===== src/design/b3sh_pkg.sv =====
`default_nettype none
package b3sh_pkg;

   localparam int STACK_ENTRIES = 54;
   localparam int STACK_AW      = (STACK_ENTRIES > 1) ? $clog2(STACK_ENTRIES) : 1;
   localparam int CNT_W         = $clog2(STACK_ENTRIES + 1);
   localparam int BLOCK_BYTES   = 64;
   localparam int MAX_WORDS     = 64;

   typedef logic [31:0]       word_type;
   typedef logic [7:0][31:0]  cv_type;
   typedef logic [15:0][31:0] blk_type;
   typedef logic [3:0][31:0]  quad_type;

   localparam cv_type IV = {32'h5BE0CD19, 32'h1F83D9AB, 32'h9B05688C, 32'h510E527F,
                            32'hA54FF53A, 32'h3C6EF372, 32'hBB67AE85, 32'h6A09E667};

   localparam logic [7:0] FLAG_START  = 8'h01;
   localparam logic [7:0] FLAG_END    = 8'h02;
   localparam logic [7:0] FLAG_PARENT = 8'h04;
   localparam logic [7:0] FLAG_ROOT   = 8'h08;

   typedef enum logic [1:0] {
      MODE_PLAIN = 2'd0,
      MODE_KEYED = 2'd1,
      MODE_DKC   = 2'd2,
      MODE_DKM   = 2'd3
   } mode_type;

   typedef enum logic [2:0] {
      REG_MODE   = 3'd0,
      REG_KEY0   = 3'd1,
      REG_KEY1   = 3'd2,
      REG_KEY2   = 3'd3,
      REG_KEY3   = 3'd4,
      REG_OWORDS = 3'd5
   } csr_reg_type;

   typedef enum logic [1:0] {
      OP_BLOCK  = 2'd0,
      OP_CHUNK  = 2'd1,
      OP_PARENT = 2'd2,
      OP_ROOT   = 2'd3
   } op_type;

   typedef enum logic [1:0] {
      RD_TOP  = 2'd0,
      RD_IDX  = 2'd1,
      RD_BASE = 2'd2
   } rdsel_type;

   typedef struct packed {
      logic      load_item;
      logic      take_bytes;
      logic      core_start;
      op_type    op;
      logic      block_done;
      logic      node_load;
      logic      fold_init;
      logic      fold_pop;
      logic      push;
      logic      fin_init;
      logic      fin_dec;
      rdsel_type rd_sel;
      logic      root_chunk;
      logic      root_stack;
      logic      word_emit;
      logic      restart;
   } cmd_type;

   typedef struct packed {
      logic item_left;
      logic buf_full;
      logic chunk_full;
      logic core_done;
      logic fold_more;
      logic stack_empty;
      logic idx_more;
      logic word_last;
      logic block_end;
      logic out_free;
   } status_type;

   function automatic logic [63:0] perm_row(input logic [2:0] r);
      logic [63:0] row;
      case (r)
         3'd0:    row = 64'hFEDCBA9876543210;
         3'd1:    row = 64'h8FE95CB1D407A362;
         3'd2:    row = 64'h18FB0956E72DCA43;
         3'd3:    row = 64'h61852B04FD3E9C7A;
         3'd4:    row = 64'h461035278EAFB9DC;
         3'd5:    row = 64'h7462A03D1FC85BE9;
         3'd6:    row = 64'hD743C2AE689105FB;
         default: row = 64'hFEDCBA9876543210;
      endcase
      return row;
   endfunction

   function automatic logic [3:0] perm_idx(input logic [2:0] r, input logic [3:0] j);
      logic [63:0] row;
      row = perm_row(r);
      return row[{j, 2'b00} +: 4];
   endfunction

   function automatic word_type ror(input word_type w, input int n);
      return (w >> n) | (w << (32 - n));
   endfunction

   // one half of the mixing function: sec selects the second half's rotations (8 and 7 instead of 16 and 12)
   function automatic quad_type g_half(input word_type a, input word_type b,
                                       input word_type c, input word_type d,
                                       input word_type x, input logic sec);
      word_type a2, b2, c2, d2;
      a2 = a + b + x;
      d2 = sec ? ror(d ^ a2, 8) : ror(d ^ a2, 16);
      c2 = c + d2;
      b2 = sec ? ror(b ^ c2, 7) : ror(b ^ c2, 12);
      return {d2, c2, b2, a2};
   endfunction

endpackage
`default_nettype wire


===== src/design/b3sh_ctrl.sv =====
`default_nettype none
module b3sh_ctrl (
   input  wire logic                 clock,
   input  wire logic                 reset,
   input  wire logic                 req_valid,
   input  wire logic                 req_kind,
   output logic                      req_ready,
   input  wire b3sh_pkg::status_type status,
   output b3sh_pkg::cmd_type         cmd
);
   import b3sh_pkg::*;

   typedef enum logic [14:0] {
      S_IDLE     = 15'b000000000000001,
      S_BYTES    = 15'b000000000000010,
      S_BLK_WAIT = 15'b000000000000100,
      S_CHK_WAIT = 15'b000000000001000,
      S_FOLD     = 15'b000000000010000,
      S_FOLD_GO  = 15'b000000000100000,
      S_FOLD_WAIT= 15'b000000001000000,
      S_FIN_CHK  = 15'b000000010000000,
      S_FIN      = 15'b000000100000000,
      S_FIN_GO   = 15'b000001000000000,
      S_FIN_WAIT = 15'b000010000000000,
      S_ROOT_SET = 15'b000100000000000,
      S_OUT_CMP  = 15'b001000000000000,
      S_OUT_WAIT = 15'b010000000000000,
      S_EMIT     = 15'b100000000000000
   } state_type;

   state_type state_ff, state_in;

   assign req_ready = (state_ff == S_IDLE);

   always_comb begin
      state_in = state_ff;
      cmd      = '0;
      cmd.op   = OP_BLOCK;
      cmd.rd_sel = RD_TOP;
      case (state_ff)
         S_IDLE: begin
            if (req_valid) begin
               if (!req_kind) begin
                  cmd.load_item = 1'b1;
                  state_in      = S_BYTES;
               end else if (status.stack_empty) begin
                  cmd.root_chunk = 1'b1;
                  state_in       = S_OUT_CMP;
               end else begin
                  cmd.core_start = 1'b1;
                  cmd.op         = OP_CHUNK;
                  state_in       = S_FIN_CHK;
               end
            end
         end
         S_BYTES: begin
            if (!status.item_left) begin
               state_in = S_IDLE;
            end else if (status.buf_full) begin
               cmd.core_start = 1'b1;
               if (status.chunk_full) begin
                  cmd.op   = OP_CHUNK;
                  state_in = S_CHK_WAIT;
               end else begin
                  cmd.op   = OP_BLOCK;
                  state_in = S_BLK_WAIT;
               end
            end else begin
               cmd.take_bytes = 1'b1;
            end
         end
         S_BLK_WAIT: begin
            if (status.core_done) begin
               cmd.block_done = 1'b1;
               state_in       = S_BYTES;
            end
         end
         S_CHK_WAIT: begin
            if (status.core_done) begin
               cmd.node_load = 1'b1;
               cmd.fold_init = 1'b1;
               state_in      = S_FOLD;
            end
         end
         S_FOLD: begin
            if (status.fold_more) begin
               cmd.rd_sel = RD_TOP;
               state_in   = S_FOLD_GO;
            end else begin
               cmd.push = 1'b1;
               state_in = S_BYTES;
            end
         end
         S_FOLD_GO: begin
            cmd.rd_sel     = RD_TOP;
            cmd.core_start = 1'b1;
            cmd.op         = OP_PARENT;
            state_in       = S_FOLD_WAIT;
         end
         S_FOLD_WAIT: begin
            if (status.core_done) begin
               cmd.node_load = 1'b1;
               cmd.fold_pop  = 1'b1;
               state_in      = S_FOLD;
            end
         end
         S_FIN_CHK: begin
            if (status.core_done) begin
               cmd.node_load = 1'b1;
               cmd.fin_init  = 1'b1;
               state_in      = S_FIN;
            end
         end
         S_FIN: begin
            if (status.idx_more) begin
               cmd.rd_sel  = RD_IDX;
               cmd.fin_dec = 1'b1;
               state_in    = S_FIN_GO;
            end else begin
               cmd.rd_sel = RD_BASE;
               state_in   = S_ROOT_SET;
            end
         end
         S_FIN_GO: begin
            cmd.core_start = 1'b1;
            cmd.op         = OP_PARENT;
            state_in       = S_FIN_WAIT;
         end
         S_FIN_WAIT: begin
            if (status.core_done) begin
               cmd.node_load = 1'b1;
               state_in      = S_FIN;
            end
         end
         S_ROOT_SET: begin
            cmd.root_stack = 1'b1;
            state_in       = S_OUT_CMP;
         end
         S_OUT_CMP: begin
            cmd.core_start = 1'b1;
            cmd.op         = OP_ROOT;
            state_in       = S_OUT_WAIT;
         end
         S_OUT_WAIT: begin
            cmd.op = OP_ROOT;
            if (status.core_done) begin
               state_in = S_EMIT;
            end
         end
         S_EMIT: begin
            cmd.op = OP_ROOT;
            if (status.out_free) begin
               cmd.word_emit = 1'b1;
               if (status.word_last) begin
                  cmd.restart = 1'b1;
                  state_in    = S_IDLE;
               end else if (status.block_end) begin
                  state_in = S_OUT_CMP;
               end
            end
         end
         default: state_in = S_IDLE;
      endcase
   end

   always_ff @(posedge clock) begin
      if (reset) begin
         state_ff <= S_IDLE;
      end else begin
         state_ff <= state_in;
      end
   end
endmodule
`default_nettype wire


===== config.mk =====
export PLATFORM = sky130hd
export DESIGN_NAME = b3sh_ctrl
export DESIGN_NICKNAME = d
export VERILOG_FILES = /design/src/design/b3sh_pkg.sv /design/src/design/b3sh_ctrl.sv
export SDC_FILE = /design/constraint.sdc
export NUM_CORES = 1
export LEC_CHECK = 0
export ABC_CLOCK_PERIOD_IN_PS = 4500
export BUFFER_PORTS_ARGS = -buffer_cell sky130_fd_sc_hd__buf_2
export CAP_MARGIN = 20
export CORE_MARGIN = 2
export CORE_UTILIZATION = 54
export CTS_CLUSTER_SIZE = 16
export DETAILED_ROUTE_END_ITERATION = 12
export PLACE_DENSITY = 0.83
export RECOVER_POWER = 50
export SYNTH_ARGS = -nofsm -noshare
export SYNTH_HDL_FRONTEND = slang
export SYNTH_SLANG_ARGS = --single-unit

===== constraint.sdc =====
create_clock -name clock -period 4.5 [get_ports clock]
set_input_delay 0.9 -clock clock [delete_from_list [all_inputs] [get_ports clock]]
set_output_delay 0.9 -clock clock [all_outputs]
set_load 0.02 [all_outputs]

==> run metrics <==
status=finished clean; area overhead of the layout relative to synthesis=14.83%; Overflow after GRT=0; # DRC=0; sequential-to-total area share from yosys stat=27.59%; most common cell after layout, fill and taps aside=buf_2; Post-Synthesis Cells=135; HPWL reported at the end of detailed placement=2423 µm; type of destination of the critical path=primary output; area of the die=2391 µm²; number of diodes=0; Period Utilization, post-route=81.65%; number of stages on the worst hold path=2; number of enable flip-flop cells after synthesis=0; Overall Global Routing Usage=27.43%; post-CTS setup buffer count=0; worst slew margin relative to its limit=26.39%; VDD IR max=257.9 µV; total via count after detailed routing=1277; number of port buffers=32; Ports=33; First-pass DRT Iterations=4; final layout net count=181; kind of start point of the critical path=flip-flop; number of flip-flops under the largest register name=15; terminating pin of the worst hold path=state_ff[2]; clock insertion delay at the later pin of the skew report=0.30 ns; flop2flop setup slack=1.37 ns; most used cells in the layout excluding fill and tap cells=buf_2, dfxtp_1, nor3_1, nor2_1, a21oi_1; Floorplan Core Area=1922 µm²; clock-pin slew on the worst setup and hold paths=0.09 ns; cells on worst reg2reg path=6; number of setup violations in the final report=0; prevailing post-synth register cell=dfxtp_1; initial antenna violation count=0; footprint of the multi-input gates=719.4 µm²; Synth Net Count=149; path class of the lowest-slack min-delay path=flip-flop to flip-flop; via count of the first global-routing pass=1109; H-tree depth=1; startpoint of the most critical register-to-register path=state_ff[4]; RSZ-0062 raised after global routing=false; first-pass GRT wire length=5085 µm; TritonCTS Buffers=3; class of the most critical setup path=flip-flop to primary output; required time worst endpoint=3.60 ns; CTS root buf=clkbuf_4; leakage power total=0.5619 nW; maximum number of pins on one net before global-route repair=17; hold violation count in the final report=0; DIE WIDTH=48.90 µm; R2R Path End=state_ff[12]; Initial Util=56.64%; max-capacitance violation count=0; register ranked first by flip-flop count=state_ff; synthesized area per cell=8.063 µm²; share of flip-flops with an asynchronous set or reset after synthesis=0%; layout filler cell count=184; number of warnings reported in the yosys synthesis log=0; remaining antenna violation count=0; cell area after synthesis=1089 µm²; PD cells=332.2 nW/µm²; Clock Sink Count=15; final wirelength=3263 µm; slew at the pin closest to its max-slew limit=1.094 ns; final hold slack=0.5468 ns; detail-routed via count per cell=6.617; first element of the critical path=state_ff[4]; Die Height=48.90 µm; clock tree from TritonCTS=yes; Distinct cells, synth=46; register area=300.3 µm²; detailed router's first-iteration violation count=73; number of pins exceeding their max-slew limit in the final report=0; worst hold start=state_ff[2]; DR WL/cell=16.91 µm; biggest regs=state_ff (15); last weighted congestion value of the routability-driven placer=1.022; hold-fix buffer count after cts=0; worst-path fanout max=8; largest buffer count on any clock path=2; clock period minus final worst setup slack=3.674 ns; number of gates resized after cts=0; endpoint arrival time on the critical path=2.77 ns; Rows=16; peak clock frequency supported by timing=272.2 MHz; clock skew after layout=0.002749 ns; register bit count reported by yosys=15; layout cell share with drive strength beyond 1=22.89%; TNS Setup=0 ns
## cell usage after synthesis, types with 2 or more instances
master / count / area share, %
nor4b_1: 3 / 2.4
nand3b_1: 3 / 2.1
nand4_1: 5 / 2.9
and3_1: 7 / 4.0
inv_1: 4 / 1.4
and2_1: 2 / 1.1
nor4_1: 3 / 1.7
nand2_1: 3 / 1.0
nor2_1: 10 / 3.4
dfxtp_1: 15 / 28
nor3b_1: 5 / 3.4
a21oi_1: 9 / 4.1
a211oi_1: 2 / 1.4
nand2b_1: 3 / 1.7
nor3_2: 2 / 1.8
o21ai_0: 7 / 3.2
nor4_4: 2 / 3.9
nor3_1: 12 / 5.5
xor2_1: 2 / 1.6
nand3_1: 7 / 3.2
buf_2: 2 / 0.92
nand4b_1: 3 / 2.4
## report_power, final
part	internal [mW]	switching (mW)
sequential	0.141	0.0134
clock	0.0332	0.0481
combinational	0.0607	0.119
total	0.235	0.180
## through the flow
stage                     power [mW]  setup WS, ns  std cells  instance area [µm²]  util, %
after detailed placement      0.3321         1.674        189                 1250    65.04
final                         0.4152        0.8258        193                 1250    65.04
after global routing          0.4328        0.6345        193                 1250    65.04
after global placement        0.3262         1.753        189                 1250    65.04
after floorplan               0.2832         1.672        135                 1089        -
after CTS                     0.4114         1.337        193                 1277    66.47
## cell type report
class / instances / area share [%]
Tap cell: 27 / 2.703
Timing Repair Buffer: 32 / 12.31
Sequential cell: 15 / 24.02
Clock buffer: 3 / 1.802
Multi-Input combinational cell: 111 / 57.56
Inverter: 4 / 1.201
Clock inverter: 1 / 0.4004
## logic make-up (layout without fill, tap and decap cells)
family / Yosys count / count (layout) / share of synthesized area [%]
XOR/XNOR: 3 / 3 / 2.414
buffers and inverters: 9 / 40 / 4.367
AND/OR/NAND/NOR: 79 / 79 / 48.74
flip-flops: 15 / 15 / 27.59
AO/OA/AOI/OAI: 29 / 29 / 16.90
## worst max-delay path by stage
stage | end | slack, ns
4_1_cts | cmd[6] | 1.34
5_1_grt | cmd[5] | 0.63
2_1_floorplan | cmd[3] | 1.67
6_report | cmd[13] | 0.83
3_3_place_gp | cmd[14] | 1.75
3_5_place_dp | cmd[6] | 1.67
## worst max-delay path, stage by stage (launching register included)
cell and delay, ns:
dfxtp_1 0.40, nor4_1 0.96, nand4_2 0.36, nor2_1 0.28, nand4b_1 0.19, nand3b_1 0.12, buf_2 0.16
## routing by layer
metal  vias up  track usage [%]  part of all wire (%)
li1        590                -                     -
met1       586            35.17                    40
met2        86            45.66                    48
met3        15            3.988                   9.0
met4         0            11.90                   2.9
met5         -                0                     0
No activity file was read; power rests on OpenSTA's default activity.
